**src/lacs_pkg.sv**
```systemverilog
// Shared constants, codes and types of the line aligned chunk splitter.
package lacs_pkg;

  localparam int POS_BITS    = 48;
  localparam int MAX_CHUNKS  = 64;
  localparam int IDX_BITS    = $clog2(MAX_CHUNKS);
  localparam int CNT_BITS    = 7;
  localparam int FRONT_DEPTH = 4;
  localparam int ADDR_BITS   = 6;
  localparam int DATA_BITS   = 64;

  localparam logic [7:0] CH_CR = 8'h0D;
  localparam logic [7:0] CH_LF = 8'h0A;

  // Register indexes, taken from paddr[5:3]
  localparam logic [2:0] REG_CHUNK_COUNT    = 3'd0;
  localparam logic [2:0] REG_TOTAL_SIZE     = 3'd1;
  localparam logic [2:0] REG_INITIAL_OFFSET = 3'd2;
  localparam logic [2:0] REG_SIZE_FLOOR     = 3'd3;
  localparam logic [2:0] REG_ONLY_CRLF_MODE = 3'd4;

  // One classified input byte
  typedef struct packed {
    logic is_cr;
    logic is_lf;
  } byte_t;

  // One chunk record; positions are relative, offset is added at the ports
  typedef struct packed {
    logic [IDX_BITS-1:0] idx;
    logic [POS_BITS-1:0] start;
    logic [POS_BITS-1:0] last_pos;
    logic                status;
    logic                is_last;
  } rec_t;

  // Configuration register values
  typedef struct packed {
    logic [CNT_BITS-1:0] count;
    logic [POS_BITS-1:0] total;
    logic [POS_BITS-1:0] offset;
    logic [POS_BITS-1:0] size_floor;
    logic                crlf;
  } cfg_t;

endpackage

```
**src/lacs_front.sv**
```systemverilog
// Front end: input byte queue that classifies CR and LF on entry.
module lacs_front import lacs_pkg::*; (
  input  logic       clk_i,
  input  logic       rst_ni,
  input  logic       push_i,
  input  logic [7:0] data_i,
  output logic       full_o,
  input  logic       pop_i,
  output logic       valid_o,
  output byte_t      head_o
);

  localparam int PTR_BITS = $clog2(FRONT_DEPTH);

  byte_t               mem_q [FRONT_DEPTH];
  logic [PTR_BITS-1:0] wr_ptr_q, wr_ptr_d;
  logic [PTR_BITS-1:0] rd_ptr_q, rd_ptr_d;
  logic [PTR_BITS:0]   cnt_q, cnt_d;
  logic                do_push, do_pop;
  byte_t               item;

  assign full_o  = (cnt_q == (PTR_BITS+1)'(FRONT_DEPTH));
  assign valid_o = (cnt_q != '0);
  assign head_o  = mem_q[rd_ptr_q];

  assign do_push = push_i && !full_o;
  assign do_pop  = pop_i && valid_o;

  // Classify the byte as it enters
  always_comb begin
    item.is_cr = (data_i == CH_CR);
    item.is_lf = (data_i == CH_LF);
  end

  // Advance pointers and fill count
  always_comb begin
    wr_ptr_d = wr_ptr_q;
    rd_ptr_d = rd_ptr_q;
    cnt_d    = cnt_q;
    if (do_push) begin
      wr_ptr_d = wr_ptr_q + PTR_BITS'(1);
    end
    if (do_pop) begin
      rd_ptr_d = rd_ptr_q + PTR_BITS'(1);
    end
    if (do_push && !do_pop) begin
      cnt_d = cnt_q + (PTR_BITS+1)'(1);
    end else if (!do_push && do_pop) begin
      cnt_d = cnt_q - (PTR_BITS+1)'(1);
    end
  end

  always_ff @(posedge clk_i or negedge rst_ni) begin
    if (!rst_ni) begin
      wr_ptr_q <= '0;
      rd_ptr_q <= '0;
      cnt_q    <= '0;
    end else begin
      wr_ptr_q <= wr_ptr_d;
      rd_ptr_q <= rd_ptr_d;
      cnt_q    <= cnt_d;
    end
  end

  // Store the transfer
  always_ff @(posedge clk_i) begin
    if (do_push) begin
      mem_q[wr_ptr_q] <= item;
    end
  end

endmodule

```
**src/lacs_div.sv**
```systemverilog
// Restoring divider: total size over chunk count, one quotient bit a cycle.
module lacs_div import lacs_pkg::*; (
  input  logic                clk_i,
  input  logic                rst_ni,
  input  logic                start_i,
  input  logic [POS_BITS-1:0] dividend_i,
  input  logic [CNT_BITS-1:0] divisor_i,
  output logic                done_o,
  output logic [POS_BITS-1:0] quot_o
);

  localparam int STEP_BITS = $clog2(POS_BITS);

  logic                 busy_q, busy_d;
  logic                 done_q, done_d;
  logic [STEP_BITS-1:0] step_q, step_d;
  logic [CNT_BITS-1:0]  rem_q, rem_d;
  logic [CNT_BITS-1:0]  dvs_q, dvs_d;
  logic [POS_BITS-1:0]  quot_q, quot_d;
  logic [CNT_BITS:0]    trial;
  logic                 fits;

  assign done_o = done_q;
  assign quot_o = quot_q;

  assign trial = {rem_q, quot_q[POS_BITS-1]};
  assign fits  = (trial >= {1'b0, dvs_q});

  // Shift in one dividend bit, subtract where the divisor fits
  always_comb begin
    busy_d = busy_q;
    done_d = 1'b0;
    step_d = step_q;
    rem_d  = rem_q;
    dvs_d  = dvs_q;
    quot_d = quot_q;
    if (start_i) begin
      busy_d = 1'b1;
      step_d = '0;
      rem_d  = '0;
      dvs_d  = divisor_i;
      quot_d = dividend_i;
    end else if (busy_q) begin
      rem_d  = fits ? CNT_BITS'(trial - {1'b0, dvs_q}) : trial[CNT_BITS-1:0];
      quot_d = {quot_q[POS_BITS-2:0], fits};
      step_d = step_q + STEP_BITS'(1);
      if (step_q == STEP_BITS'(POS_BITS - 1)) begin
        busy_d = 1'b0;
        done_d = 1'b1;
      end
    end
  end

  always_ff @(posedge clk_i or negedge rst_ni) begin
    if (!rst_ni) begin
      busy_q <= 1'b0;
      done_q <= 1'b0;
    end else begin
      busy_q <= busy_d;
      done_q <= done_d;
    end
  end

  always_ff @(posedge clk_i) begin
    step_q <= step_d;
    rem_q  <= rem_d;
    dvs_q  <= dvs_d;
    quot_q <= quot_d;
  end

endmodule

```
**src/lacs_rec_q.sv**
```systemverilog
// Two-entry record queue between the back end and the result ports.
module lacs_rec_q import lacs_pkg::*; (
  input  logic clk_i,
  input  logic rst_ni,
  input  logic push_i,
  input  rec_t rec_i,
  output logic full_o,
  input  logic pop_i,
  output logic empty_o,
  output rec_t head_o
);

  rec_t       mem_q [2];
  logic       wr_ptr_q, wr_ptr_d;
  logic       rd_ptr_q, rd_ptr_d;
  logic [1:0] cnt_q, cnt_d;
  logic       do_push, do_pop;

  assign full_o  = (cnt_q == 2'd2);
  assign empty_o = (cnt_q == 2'd0);
  assign head_o  = mem_q[rd_ptr_q];

  assign do_push = push_i && !full_o;
  assign do_pop  = pop_i && !empty_o;

  // Advance pointers and fill count
  always_comb begin
    wr_ptr_d = do_push ? !wr_ptr_q : wr_ptr_q;
    rd_ptr_d = do_pop ? !rd_ptr_q : rd_ptr_q;
    cnt_d    = cnt_q;
    if (do_push && !do_pop) begin
      cnt_d = cnt_q + 2'd1;
    end else if (!do_push && do_pop) begin
      cnt_d = cnt_q - 2'd1;
    end
  end

  always_ff @(posedge clk_i or negedge rst_ni) begin
    if (!rst_ni) begin
      wr_ptr_q <= 1'b0;
      rd_ptr_q <= 1'b0;
      cnt_q    <= 2'd0;
    end else begin
      wr_ptr_q <= wr_ptr_d;
      rd_ptr_q <= rd_ptr_d;
      cnt_q    <= cnt_d;
    end
  end

  // Store the record
  always_ff @(posedge clk_i) begin
    if (do_push) begin
      mem_q[wr_ptr_q] <= rec_i;
    end
  end

endmodule

```
**src/lacs_back.sv**
```systemverilog
// Back end: newline search, chunk bookkeeping and record sequencing.
module lacs_back import lacs_pkg::*; (
  input  logic                clk_i,
  input  logic                rst_ni,
  input  cfg_t                cfg_i,
  input  logic                byte_valid_i,
  input  byte_t               byte_i,
  output logic                byte_pop_o,
  input  logic                rec_full_i,
  output logic                rec_push_o,
  output rec_t                rec_o,
  output logic [POS_BITS-1:0] run_offset_o
);

  localparam logic [2:0] ST_IDLE    = 3'd0;
  localparam logic [2:0] ST_DIV     = 3'd1;
  localparam logic [2:0] ST_RUN     = 3'd2;
  localparam logic [2:0] ST_RESOLVE = 3'd3;
  localparam logic [2:0] ST_FINISH  = 3'd4;
  localparam logic [2:0] ST_DONE    = 3'd5;

  localparam logic [1:0] PH_WAIT = 2'd0;
  localparam logic [1:0] PH_SCAN = 2'd1;
  localparam logic [1:0] PH_SEEN = 2'd2;

  logic [2:0]          state_q, state_d;
  logic [1:0]          phase_q, phase_d;
  logic [CNT_BITS-1:0] count_q, count_d;
  logic [POS_BITS-1:0] total_q, total_d;
  logic [POS_BITS-1:0] offset_q, offset_d;
  logic                crlf_q, crlf_d;
  logic [POS_BITS-1:0] base_q, base_d;
  logic [POS_BITS-1:0] nom_q, nom_d;
  logic [CNT_BITS-1:0] idx_q, idx_d;
  logic [POS_BITS-1:0] start_q, start_d;
  logic [POS_BITS-1:0] pos_q, pos_d;
  logic [POS_BITS-1:0] r_q, r_d;
  logic [POS_BITS-1:0] p_q, p_d;
  logic                fin_q, fin_d;

  logic                div_start;
  logic                div_done;
  logic [POS_BITS-1:0] div_quot;

  logic                cfg_bad;
  logic [1:0]          ph_cur, ph_nxt;
  logic                resolve;
  logic [POS_BITS-1:0] r_run;
  logic [POS_BITS-1:0] pos_inc;
  logic                at_end;
  logic [CNT_BITS-1:0] idx_inc;
  logic [POS_BITS-1:0] nom_inc;
  logic                more_chunks;

  // Record with an inclusive end; an inverted chunk ends at its start
  function automatic rec_t make_rec(input logic [CNT_BITS-1:0] idx,
                                    input logic [POS_BITS-1:0] s,
                                    input logic [POS_BITS-1:0] e,
                                    input logic                is_last);
    rec_t rec;
    rec.idx      = idx[IDX_BITS-1:0];
    rec.start    = s;
    rec.last_pos = (s >= e) ? s : e - POS_BITS'(1);
    rec.status   = 1'b0;
    rec.is_last  = is_last;
    return rec;
  endfunction

  // Next nominal boundary also lies before the split point found
  function automatic logic loop_more(input logic [CNT_BITS-1:0] idx_n,
                                     input logic [POS_BITS-1:0] nom_n,
                                     input logic [POS_BITS-1:0] r,
                                     input logic [CNT_BITS-1:0] cnt,
                                     input logic                crlf);
    return ((idx_n + CNT_BITS'(1)) < cnt) &&
           (({1'b0, nom_n} + {{POS_BITS{1'b0}}, crlf}) < {1'b0, r});
  endfunction

  // Search phase once the skipped boundaries are used up
  function automatic logic [1:0] exit_phase(input logic [CNT_BITS-1:0] idx_n,
                                            input logic [POS_BITS-1:0] nom_n,
                                            input logic [POS_BITS-1:0] p,
                                            input logic [CNT_BITS-1:0] cnt);
    logic [1:0] ph;
    ph = PH_WAIT;
    if (((idx_n + CNT_BITS'(1)) < cnt) && (nom_n <= p)) begin
      ph = PH_SCAN;
    end
    return ph;
  endfunction

  lacs_div u_div (
    .clk_i      (clk_i),
    .rst_ni     (rst_ni),
    .start_i    (div_start),
    .dividend_i (cfg_i.total),
    .divisor_i  (cfg_i.count),
    .done_o     (div_done),
    .quot_o     (div_quot)
  );

  assign run_offset_o = offset_q;

  assign cfg_bad = (cfg_i.count == '0) || (cfg_i.count > CNT_BITS'(MAX_CHUNKS)) ||
                   (cfg_i.total == '0) || (cfg_i.total < cfg_i.size_floor);

  assign pos_inc     = pos_q + POS_BITS'(1);
  assign at_end      = (pos_inc >= total_q);
  assign idx_inc     = idx_q + CNT_BITS'(1);
  assign nom_inc     = nom_q + base_q;
  assign more_chunks = (idx_inc < count_q);

  // Classify the head byte against the search phase
  always_comb begin
    ph_cur = phase_q;
    if ((phase_q == PH_WAIT) && more_chunks && (pos_q >= nom_q)) begin
      ph_cur = PH_SCAN;
    end
    ph_nxt  = ph_cur;
    resolve = 1'b0;
    r_run   = pos_q;
    case (ph_cur)
      PH_SCAN: begin
        if (crlf_q ? byte_i.is_cr : (byte_i.is_cr || byte_i.is_lf)) begin
          ph_nxt = PH_SEEN;
        end
      end
      PH_SEEN: begin
        if (!crlf_q) begin
          if (!(byte_i.is_cr || byte_i.is_lf)) begin
            resolve = 1'b1;
          end
        end else if (byte_i.is_lf) begin
          resolve = 1'b1;
          r_run   = pos_inc;
        end else if (!byte_i.is_cr) begin
          ph_nxt = PH_SCAN;
        end
      end
      default: begin
        ph_nxt = ph_cur;
      end
    endcase
  end

  // Sequence the run: setup, per-byte search, skipped chunks, tail records
  always_comb begin
    state_d    = state_q;
    phase_d    = phase_q;
    count_d    = count_q;
    total_d    = total_q;
    offset_d   = offset_q;
    crlf_d     = crlf_q;
    base_d     = base_q;
    nom_d      = nom_q;
    idx_d      = idx_q;
    start_d    = start_q;
    pos_d      = pos_q;
    r_d        = r_q;
    p_d        = p_q;
    fin_d      = fin_q;
    div_start  = 1'b0;
    byte_pop_o = 1'b0;
    rec_push_o = 1'b0;
    rec_o      = make_rec(idx_q, start_q, r_q, 1'b0);

    case (state_q)
      ST_IDLE: begin
        if (byte_valid_i) begin
          count_d  = cfg_i.count;
          total_d  = cfg_i.total;
          offset_d = cfg_i.offset;
          crlf_d   = cfg_i.crlf;
          idx_d    = '0;
          start_d  = '0;
          pos_d    = '0;
          phase_d  = PH_WAIT;
          if (cfg_bad) begin
            if (!rec_full_i) begin
              rec_push_o     = 1'b1;
              rec_o.idx      = '0;
              rec_o.start    = '0;
              rec_o.last_pos = '0;
              rec_o.status   = 1'b1;
              rec_o.is_last  = 1'b1;
              byte_pop_o     = 1'b1;
              state_d        = ST_DONE;
            end
          end else begin
            div_start = 1'b1;
            state_d   = ST_DIV;
          end
        end
      end

      ST_DIV: begin
        if (div_done) begin
          base_d  = div_quot;
          nom_d   = div_quot;
          state_d = ST_RUN;
        end
      end

      ST_RUN: begin
        if (byte_valid_i && (!resolve || !rec_full_i)) begin
          byte_pop_o = 1'b1;
          pos_d      = pos_inc;
          phase_d    = ph_nxt;
          if (resolve) begin
            rec_push_o = 1'b1;
            rec_o      = make_rec(idx_q, start_q, r_run, 1'b0);
            start_d    = r_run;
            idx_d      = idx_inc;
            nom_d      = nom_inc;
            r_d        = r_run;
            p_d        = pos_q;
            fin_d      = at_end;
            if (loop_more(idx_inc, nom_inc, r_run, count_q, crlf_q)) begin
              state_d = ST_RESOLVE;
            end else begin
              phase_d = exit_phase(idx_inc, nom_inc, pos_q, count_q);
              state_d = at_end ? ST_FINISH : ST_RUN;
            end
          end else if (at_end) begin
            state_d = ST_FINISH;
          end
        end
      end

      ST_RESOLVE: begin
        if (!rec_full_i) begin
          rec_push_o = 1'b1;
          rec_o      = make_rec(idx_q, start_q, r_q, 1'b0);
          start_d    = r_q;
          idx_d      = idx_inc;
          nom_d      = nom_inc;
          if (!loop_more(idx_inc, nom_inc, r_q, count_q, crlf_q)) begin
            phase_d = exit_phase(idx_inc, nom_inc, p_q, count_q);
            state_d = fin_q ? ST_FINISH : ST_RUN;
          end
        end
      end

      ST_FINISH: begin
        if (!rec_full_i) begin
          rec_push_o = 1'b1;
          if (more_chunks) begin
            rec_o   = make_rec(idx_q, start_q, nom_q, 1'b0);
            start_d = nom_q;
            idx_d   = idx_inc;
            nom_d   = nom_inc;
          end else begin
            rec_o   = make_rec(idx_q, start_q, total_q, 1'b1);
            idx_d   = idx_inc;
            state_d = ST_DONE;
          end
        end
      end

      ST_DONE: begin
        // Drop every further byte
        byte_pop_o = byte_valid_i;
      end

      default: begin
        state_d = ST_IDLE;
      end
    endcase
  end

  always_ff @(posedge clk_i or negedge rst_ni) begin
    if (!rst_ni) begin
      state_q <= ST_IDLE;
      phase_q <= PH_WAIT;
    end else begin
      state_q <= state_d;
      phase_q <= phase_d;
    end
  end

  always_ff @(posedge clk_i) begin
    count_q  <= count_d;
    total_q  <= total_d;
    offset_q <= offset_d;
    crlf_q   <= crlf_d;
    base_q   <= base_d;
    nom_q    <= nom_d;
    idx_q    <= idx_d;
    start_q  <= start_d;
    pos_q    <= pos_d;
    r_q      <= r_d;
    p_q      <= p_d;
    fin_q    <= fin_d;
  end

endmodule

```
**src/line_aligned_chunk_splitter.sv**
```systemverilog
// Top level: configuration registers, front and back ends, result ports.
//
//  channel  | handshake               | payload
//  ---------+-------------------------+----------------------------------------------
//  bytes in | push / full             | data_byte_i
//  records  | empty / pop             | chunk_index_o chunk_start_o chunk_end_o
//           |                         | split_status_o last_record_o
//  config   | psel penable pwrite     | paddr pwdata prdata, pready tied high
//
// A transfer can enter the byte queue every cycle while full is low.
// The first byte of a run waits at the head of the byte queue while the back end
// starts the chunk size divider, the divider forms its 48 quotient bits and the
// quotient is taken; then the queued bytes drain at one a cycle while the
// record queue has room. A split that skips boundaries pushes one extra record
// per skipped boundary; after the last byte, each remaining record is pushed.
// Reset clears the queues and the sequencer; a full record queue stalls the
// back end, which backs up the byte queue and raises full.
module line_aligned_chunk_splitter import lacs_pkg::*; (
  input  logic                 clk_i,
  input  logic                 rst_ni,
  input  logic                 push,
  output logic                 full,
  input  logic [7:0]           data_byte_i,
  output logic                 empty,
  input  logic                 pop,
  output logic [IDX_BITS-1:0]  chunk_index_o,
  output logic [POS_BITS-1:0]  chunk_start_o,
  output logic [POS_BITS-1:0]  chunk_end_o,
  output logic                 split_status_o,
  output logic                 last_record_o,
  input  logic                 psel,
  input  logic                 penable,
  input  logic                 pwrite,
  input  logic [ADDR_BITS-1:0] paddr,
  input  logic [DATA_BITS-1:0] pwdata,
  output logic [DATA_BITS-1:0] prdata,
  output logic                 pready
);

  cfg_t                cfg_q;
  logic                cfg_wr;
  logic [2:0]          reg_idx;

  logic                byte_valid;
  byte_t               byte_head;
  logic                byte_pop;
  logic                rec_full;
  logic                rec_push;
  rec_t                rec_in;
  rec_t                rec_head;
  logic [POS_BITS-1:0] run_offset;

  assign pready  = 1'b1;
  assign reg_idx = paddr[5:3];
  assign cfg_wr  = psel && penable && pwrite && pready;

  // Hold the configuration registers
  always_ff @(posedge clk_i or negedge rst_ni) begin
    if (!rst_ni) begin
      cfg_q.count      <= CNT_BITS'(1);
      cfg_q.total      <= POS_BITS'(1);
      cfg_q.offset     <= '0;
      cfg_q.size_floor <= '0;
      cfg_q.crlf       <= 1'b0;
    end else if (cfg_wr) begin
      case (reg_idx)
        REG_CHUNK_COUNT:    cfg_q.count      <= pwdata[CNT_BITS-1:0];
        REG_TOTAL_SIZE:     cfg_q.total      <= pwdata[POS_BITS-1:0];
        REG_INITIAL_OFFSET: cfg_q.offset     <= pwdata[POS_BITS-1:0];
        REG_SIZE_FLOOR:     cfg_q.size_floor <= pwdata[POS_BITS-1:0];
        REG_ONLY_CRLF_MODE: cfg_q.crlf       <= pwdata[0];
        default: begin
          cfg_q <= cfg_q;
        end
      endcase
    end
  end

  // Read back the addressed register
  always_comb begin
    case (reg_idx)
      REG_CHUNK_COUNT:    prdata = DATA_BITS'(cfg_q.count);
      REG_TOTAL_SIZE:     prdata = DATA_BITS'(cfg_q.total);
      REG_INITIAL_OFFSET: prdata = DATA_BITS'(cfg_q.offset);
      REG_SIZE_FLOOR:     prdata = DATA_BITS'(cfg_q.size_floor);
      REG_ONLY_CRLF_MODE: prdata = DATA_BITS'(cfg_q.crlf);
      default:            prdata = '0;
    endcase
  end

  lacs_front u_front (
    .clk_i   (clk_i),
    .rst_ni  (rst_ni),
    .push_i  (push),
    .data_i  (data_byte_i),
    .full_o  (full),
    .pop_i   (byte_pop),
    .valid_o (byte_valid),
    .head_o  (byte_head)
  );

  lacs_back u_back (
    .clk_i        (clk_i),
    .rst_ni       (rst_ni),
    .cfg_i        (cfg_q),
    .byte_valid_i (byte_valid),
    .byte_i       (byte_head),
    .byte_pop_o   (byte_pop),
    .rec_full_i   (rec_full),
    .rec_push_o   (rec_push),
    .rec_o        (rec_in),
    .run_offset_o (run_offset)
  );

  lacs_rec_q u_rec_q (
    .clk_i   (clk_i),
    .rst_ni  (rst_ni),
    .push_i  (rec_push),
    .rec_i   (rec_in),
    .full_o  (rec_full),
    .pop_i   (pop),
    .empty_o (empty),
    .head_o  (rec_head)
  );

  // Make positions absolute; the error record reports zero
  assign chunk_index_o  = rec_head.idx;
  assign chunk_start_o  = rec_head.status ? '0 : POS_BITS'(rec_head.start + run_offset);
  assign chunk_end_o    = rec_head.status ? '0 : POS_BITS'(rec_head.last_pos + run_offset);
  assign split_status_o = rec_head.status;
  assign last_record_o  = rec_head.is_last;

  // The back end never pushes a record into a full queue
  assert property (@(posedge clk_i) disable iff (!rst_ni) rec_push |-> !rec_full)
    else $error("record pushed into full queue");

  // The back end only consumes bytes that are queued
  assert property (@(posedge clk_i) disable iff (!rst_ni) byte_pop |-> byte_valid)
    else $error("byte popped from empty queue");

  // An error record is the only and final record, for chunk zero
  assert property (@(posedge clk_i) disable iff (!rst_ni)
                   (!empty && split_status_o) |-> (last_record_o && chunk_index_o == '0))
    else $error("error record not final");

  // A pushed error record leaves the back end draining bytes
  assert property (@(posedge clk_i) disable iff (!rst_ni)
                   (rec_push && rec_in.status) |=> !rec_push)
    else $error("record after error record");

endmodule
```
**config.mk**
```make
export PLATFORM = sky130hd
export DESIGN_NAME = line_aligned_chunk_splitter
export DESIGN_NICKNAME = d
export VERILOG_FILES = /design/src/lacs_pkg.sv /design/src/lacs_front.sv /design/src/lacs_div.sv /design/src/lacs_rec_q.sv /design/src/lacs_back.sv /design/src/line_aligned_chunk_splitter.sv
export SDC_FILE = /design/constraint.sdc
export NUM_CORES = 2
export LEC_CHECK = 0
export BUFFER_PORTS_ARGS = -buffer_cell sky130_fd_sc_hd__buf_2
export CORE_ASPECT_RATIO = 0.5
export CORE_MARGIN = 5
export CORE_UTILIZATION = 35
export CTS_CLUSTER_SIZE = 16
export DETAILED_ROUTE_END_ITERATION = 10
export SYNTH_ARGS = -nofsm -noshare
export SYNTH_HDL_FRONTEND = slang
export SYNTH_SLANG_ARGS = --single-unit
```
**constraint.sdc**
```tcl
create_clock -name clk_i -period 27.2 [get_ports clk_i]
set_clock_uncertainty 0.2 [all_clocks]
set_input_delay 2.72 -clock clk_i [delete_from_list [all_inputs] [get_ports clk_i]]
set_output_delay 2.72 -clock clk_i [all_outputs]
set_load 0.03 [all_outputs]
```
=== After elaboration in Yosys (flattened, before gate mapping) ===
Memory sizes are Yosys's and may differ from the RTL's.
Index checks and enable logic that the tools add are counted.

* Register bits after elaboration: 638
* Memory bits (writable): 216
* Bits of input ports: 85
* Output and inout port bits: 171
* Memories: 2

* Add/subtract/negate cells: 19
* Order comparisons: 15
* Eq/ne operators: 28
* Mux-type cells: 102
* Bitwise logic cells: 1
* Reductions and logical operators: 62

{| class="wikitable"
|+ Memories
! name !! depth !! bits a word !! read ports !! clocked after memory_dff !! wr ports !! line !! RTL
|-
| u_rec_q.mem_q || 2 || 104 || 1 || 0 || 1 || lacs_rec_q.sv:13 || <nowiki>rec_t mem_q [2];</nowiki>
|-
| u_front.mem_q || 4 || 2 || 1 || 0 || 1 || lacs_front.sv:15 || <nowiki>byte_t mem_q [FRONT_DEPTH];</nowiki>
|}

{| class="wikitable"
|+ Operators by type and width
! kind !! number
|-
| 2-to-1 mux 48 bit || 24
|-
| case mux 48 bit (4 select lines) || 2
|-
| 2-to-1 mux 104 bit || 3
|-
| case mux 104 bit (3 select lines) || 1
|-
| greater-or-equal comparator 48 bit || 6
|-
| case mux 48 bit (5 select lines) || 1
|-
| 2-to-1 mux 50 bit || 4
|-
| subtractor 48 x 1 -> 48 bit, second input constant || 4
|-
| adder 48 bit || 3
|-
| less-than comparator 49 x 48 -> 1 bit || 2
|-
| less-or-equal comparator 48 bit || 2
|-
| case mux 48 bit (2 select lines) || 1
|-
| adder 48 x 1 -> 49 bit || 1
|-
| adder 48 x 1 -> 48 bit, second input constant || 1
|-
| zero test 48 bit || 1
|-
| less-than comparator 48 bit || 1
|-
| 2-to-1 mux 3 bit || 16
|-
| 2-to-1 mux 7 bit || 5
|-
| 2-to-1 mux 1 bit || 26
|-
| 2-to-1 mux 2 bit || 13
|-
| case mux 7 bit (3 select lines) || 1
|-
| case mux 3 bit (6 select lines) || 1
|-
| logical AND 1 bit || 17
|-
| == test 8 x 4 -> 1 bit, second input constant || 2
|-
| 38 further kinds || 89
|}

=== Logic depth before layout (Yosys ltp) ===
* Word-level depth: 17
* Depth in mapped cells: 27
* Mapped depth without buffers: 27

=== Hierarchy ===
A second synthesis with hierarchy kept.

* Cell total of the unflattened synthesis: 6542
* Area, all modules: 64969.8 um2

{| class="wikitable"
|+ Modules (own cells, without submodules)
! module !! times used !! cells each !! area each (um2) !! seq. area each (um2)
|-
| lacs_back || 1 || 4516 || 40182.3 || 12136.6
|-
| line_aligned_chunk_splitter || 1 || 1386 || 12710.9 || 3806.2
|-
| lacs_rec_q || 1 || 343 || 7952.6 || 6346.1
|-
| lacs_div || 1 || 247 || 3370.7 || 1961.9
|-
| lacs_front || 1 || 50 || 753.2 || 415.4
|}

=== Worst setup path before layout ===
OpenSTA, ideal clock, no wires.

* Kind: register to register
* From: register u_front.rd_ptr_q[0]
* To: memory u_rec_q.mem_q[0][0] (netlist name) (enable)
* Library setup time: 0.581 ns
* Data arrival time: 8.291 ns
* Slack: 18.129 ns
* Stages on the path, launching flop included: 10
* Clock period less this slack: 9.071 ns
* Path through: dfrtp_1 -> mux4_2 -> nor3_1 -> a21oi_1 -> nor3_1 -> clkbuf_1 -> nand3_1 -> clkinv_1 -> or3_1 -> nor2b_1

* Longest elaborated chain between the ends: 13
* Elaborated cells on any way between the ends: 15

{| class="wikitable"
|+ Ends and longest elaborated chain
! element !! line !! RTL
|-
| start: declaration || lacs_front.sv:17 || <nowiki>logic [PTR_BITS-1:0] rd_ptr_q, rd_ptr_d;</nowiki>
|-
| start signal: assignment || lacs_front.sv:60 || <nowiki>rd_ptr_q <= rd_ptr_d;</nowiki>
|-
| memory read (4 x 2 bit) (*) || -- ||
|-
| logical OR 1 bit || lacs_back.sv:130 || <nowiki>if (!(byte_i.is_cr || byte_i.is_lf)) begin</nowiki>
|-
| 2-to-1 mux 1 bit || lacs_back.sv:130 ||
|-
| 2-to-1 mux 1 bit (*) || lacs_back.sv:129 || <nowiki>if (!crlf_q) begin</nowiki>
|-
| 2-to-1 mux 1 bit (*) || lacs_back.sv:122 || <nowiki>case (ph_cur)</nowiki>
|-
| zero test 1 bit || lacs_back.sv:205 || <nowiki>if (byte_valid_i && (!resolve || !rec_full_i)) begin</nowiki>
|-
| logical OR 1 bit || lacs_back.sv:205 ||
|-
| logical AND 1 bit || lacs_back.sv:205 ||
|-
| 2-to-1 mux 1 bit (*) || lacs_back.sv:205 ||
|-
| case mux 1 bit (3 select lines) (*) || lacs_back.sv:167 || <nowiki>case (state_q)</nowiki>
|-
| logical AND 1 bit (*) || lacs_rec_q.sv:23 || <nowiki>assign do_push = push_i && !full_o;</nowiki>
|-
| via u_rec_q.do_push || lacs_rec_q.sv:17 || <nowiki>logic do_push, do_pop;</nowiki>
|-
| 2-to-1 mux 1 bit (*) || lacs_rec_q.sv:52 || <nowiki>if (do_push) begin</nowiki>
|-
| 2-to-1 mux 1 bit (implied by the code) (*) || lacs_rec_q.sv:53 || <nowiki>mem_q[wr_ptr_q] <= rec_i;</nowiki>
|-
| end: declaration || lacs_rec_q.sv:13 ||
|}

Mark *: on every way through the listed nets, which the timed path passes. The rest lies on a longest branch.

=== Worst setup path after layout ===
* From: register u_rec_q.rd_ptr_q
* To: output port chunk_end_o[47]

* Longest elaborated chain between the ends: 3

{| class="wikitable"
|+ Ends and longest elaborated chain
! element !! line !! RTL
|-
| start: declaration || lacs_rec_q.sv:15 || <nowiki>logic rd_ptr_q, rd_ptr_d;</nowiki>
|-
| start signal: assignment || lacs_rec_q.sv:45 || <nowiki>rd_ptr_q <= rd_ptr_d;</nowiki>
|-
| memory read (2 x 104 bit) (*) || -- ||
|-
| adder 48 bit || line_aligned_chunk_splitter.sv:129 || <nowiki>assign chunk_end_o = rec_head.status ? '0 : POS_BITS'(rec_head.last_pos + run_offset);</nowiki>
|-
| 2-to-1 mux 48 bit (*) || line_aligned_chunk_splitter.sv:129 ||
|-
| end: declaration || line_aligned_chunk_splitter.sv:28 || <nowiki>output logic [POS_BITS-1:0] chunk_end_o,</nowiki>
|}

Every way passes the cells marked *; elsewhere a longest branch is shown, timed or not.

==> results.cfg <==
[run_status]
outcome = finished, violations left
violations = capacitance limit

[cells_and_area]
multiInputGateArea_um2 = 36100
area_growth_pct = 12.3
layout_common_cells = 701 x ha_1, 671 x edfxtp_1, 504 x nor2_1, 430 x inv_1, 385 x a21oi_1
final_layout_size_suffix_gt1_frac = 0.147
finalInstanceArea_um2 = 70900
final_common_cell = ha_1
seq_area_um2 = 24700
fillers = 17700
fin_nets = 7310

[hold_path]
hold_depth = 0
hold_class = flop to flop
hp-start = u_back.u_div.quot_o[28]
worstHoldEndpoint = u_back.base_q[28]

[floorplanning]
start_util = 0.351
core_area_um2 = 180000
die_h_um = 310
die-area_um2 = 189000
fp.dieW_um = 611
ios = 256
num_rows = 110

[global_routing]
antenna_found_initial = 39
grt.total_usage = 0.256
grt_pass1_wl_um = 352000
first_global_vias = 48400
grt_start_max_net_pins = 79
overflow = 0

[synth]
synth-compound-area-share = 0.145
synth_seq_cells = 854
netlist_area_um2 = 63100
async_flop_share = 0.199
synth_edf_count = 671
syn_inst = 6286
postSynthAreaPerCell_um2 = 10.0
synth_largest_type_area_fraction = 0.319
yosys.cell_types.count = 112
synthSimpleGateAreaFrac = 0.145
synth_largest_area_cell = edfxtp_1
yosysWarnings = 0
synthTopCellsByArea = edfxtp_1 32%, ha_1 14%, dfrtp_1 6.7%, mux2_2 6.5%, xnor2_1 5.0%
synth_top_family_by_area = simple AND/OR/NAND/NOR gates
muxShareOfSynthArea = 0.0765
synth_seq_area_share = 0.391
synth-adder-area-share = 0.141
synth_flop_cell = edfxtp_1
synth_xor_area_frac = 0.0625

[flow_run]
cap_viol_max_count = 1

[clock_tree]
clock_path_buffers = 3
numCtsBuffers = 94
cts_root_buffer = clkbuf_16
ctsResizeCount = 0
clk_pin_slew_ns = 0.06
clock-sinks = 854
post_cts_buffers = 0
ctsHtreeMaxLevel = 3
insertion_delay_ns = 0.78
cts_tree = yes
cts_hold_buffers = 0

[placement]
hpwl_um = 199000
placed_area_um2 = 67500
port_buffers = 219
gp_congestion = 1.01

[timing]
finalCriticalPeriod_ns = 9.93
max-slew-margin-rel = 0.00838
tightest_slew_ns = 1.48
setup_tns_ns = 0
rsz0062_at_grt = false
post-route-period-util = 0.365
fmax_ghz = 0.101
hold_violations = 0
finalMaxSlewViolations = 0
setup_viol_count_final = 0

[routing]
ant_nets = 0
vias_per_cell = 5.90
wl_per_cell_um = 27.8
route.detailed.drc = 0
drt_iter0_drc = 7219
wirelength_um = 252000
first_pass_iters = 6
vias = 53400

[setup_path]
rrSetupSlack_ns = 17.86
regToRegStartpoint = u_back.nom_q[0]
cp-start-kind = flop
cpPeakStageDelay_ns = 0.92
path_buf_inv = 2
crit_family = compound AO/OA/AOI/OAI gates
critical_path_depth = 16
rr_worst_depth = 26
worstPathMaxFanout = 56
cp_slowest_cell = dfrtp_4
worstPathRequired_ns = 24.28
end_kind = primary output
crit_chain = buf_4 -> mux2_2 -> ha_1 -> nand3_1 -> nor4_1 -> a2111oi_0 -> o2111a_1 -> o31ai_1 -> a31oi_1 -> o221ai_1 -> a31o_2 -> a211oi_1 -> o21ai_0 -> xnor2_1 -> nor2_1 -> buf_2
critPathKind = flop to primary output
arrival_ns = 7.01
r2r-end = u_back.phase_q[1]
crit_start = u_rec_q.rd_ptr_q
==> worst reg2reg max path: stages, from the launching register on <==
cell and delay (ns):
edfxtp_1 0.65, ha_1 0.29, inv_1 0.06, fa_1 0.40, nor2b_1 0.19, o31ai_1 0.15, a21o_1 0.28, o22ai_1 0.72
a211o_1 0.25, nand4_1 0.24, or4_1 0.64, nand4b_1 0.47, nor4_1 0.46, and2_1 0.23, nand4_1 0.13, xnor2_1 0.55
ha_1 0.24, nand4_1 0.12, nor2_1 0.18, nand3_1 0.34, nor4_1 0.54, o21ai_0 0.17, a21oi_1 0.57, o221ai_1 0.45
o211ai_1 0.37, and2_1 0.20, o221ai_1 0.11
==> metrics by stage <==
step                utilization  hold slack, ns  setup WS [ns]  std cells
finish                    0.395           0.269          17.27       9050
global placement          0.376           0.252          18.13       8831
CTS                       0.394           0.272          17.22       9009
global route              0.394           0.285          16.92       9015
floorplan                     -           0.237          18.13       6301
detailed placement        0.376           0.258          18.08       8831
==> how the worst max path moves through the flow <==
stage and endpoint:
2_1_floorplan u_rec_q.mem_q[0][0], 3_3_place_gp chunk_end_o[47], 3_5_place_dp chunk_end_o[47], 4_1_cts chunk_end_o[47], 5_1_grt chunk_end_o[47], 6_report chunk_end_o[47]
==> sequential cells by signal, summed over array words and instances, names as in the netlist, 8 cells and up <==
name                 count
cfg_q                  152
u_back.base_q           48
u_back.nom_q            48
u_back.p_q              48
u_back.pos_q            48
u_back.r_q              48
u_back.run_offset_o     48
u_back.start_q          48
u_back.total_q          48
u_back.u_div.quot_o     48
u_front.mem_q            8
u_rec_q.mem_q          208
==> synthesized netlist by cell type, types with 17 or more instances <==
cell      count
a22oi_1      56
nor4_1       65
or3_1        30
nand4_1     156
dfrtp_1     168
o21bai_1     21
and3_1       51
nand3_1     150
buf_1        22
o22ai_1      66
o211ai_1     52
a31oi_1      27
nor3_1      130
o21a_1       42
a211oi_1     50
nand2b_1     57
o21ai_0     220
o31ai_1      33
inv_1       431
o221ai_1     29
mux2_2      367
clkbuf_1    167
buf_4        17
xor2_1       76
or2_2        17
edfxtp_1    671
and2_1      134
a21oi_1     386
or4_1        23
xnor2_1     359
and4_1       17
mux2i_1      50
nor2_1      509
a211o_1      21
a21o_1      233
nand2_1     351
ha_1        701
nor2b_1      61
==> cell type report <==
cell class / instances / share of cell area
Antenna cell: 41 / 0.00145
Clock buffer: 122 / 0.0370
Clock inverter: 56 / 0.00992
Inverter: 439 / 0.0233
Multi-Input combinational cell: 4792 / 0.510
Sequential cell: 854 / 0.348
Tap cell: 2408 / 0.0425
Timing Repair Buffer: 338 / 0.0282
==> per-layer routing <==
| layer | wire [µm] | share of wire | vias to the layer above | GRT usage |
|---|---|---|---|---|
| met5 | 82 | 0.00033 | - | 0 |
| met4 | 8780 | 0.035 | 12 | 0.0818 |
| met3 | 34500 | 0.14 | 410 | 0.0951 |
| met2 | 96800 | 0.38 | 2942 | 0.347 |
| met1 | 112000 | 0.44 | 26200 | 0.373 |
| li1 | - | - | 23800 | - |
==> kinds of logic after synthesis <==
| kind of cell | count (synthesis) |
|---|---|
| flops | 854 |
| simple gates | 1814 |
| fa+ha+maj | 706 |
| other cells | 2 |
| buf+inv | 655 |
| mux | 426 |
| xor+xnor | 442 |
| compound gates | 1387 |
Power is left out: the tool's default activity adds up to more than one toggle a clock period on the data nets, which glitch-free logic cannot reach.
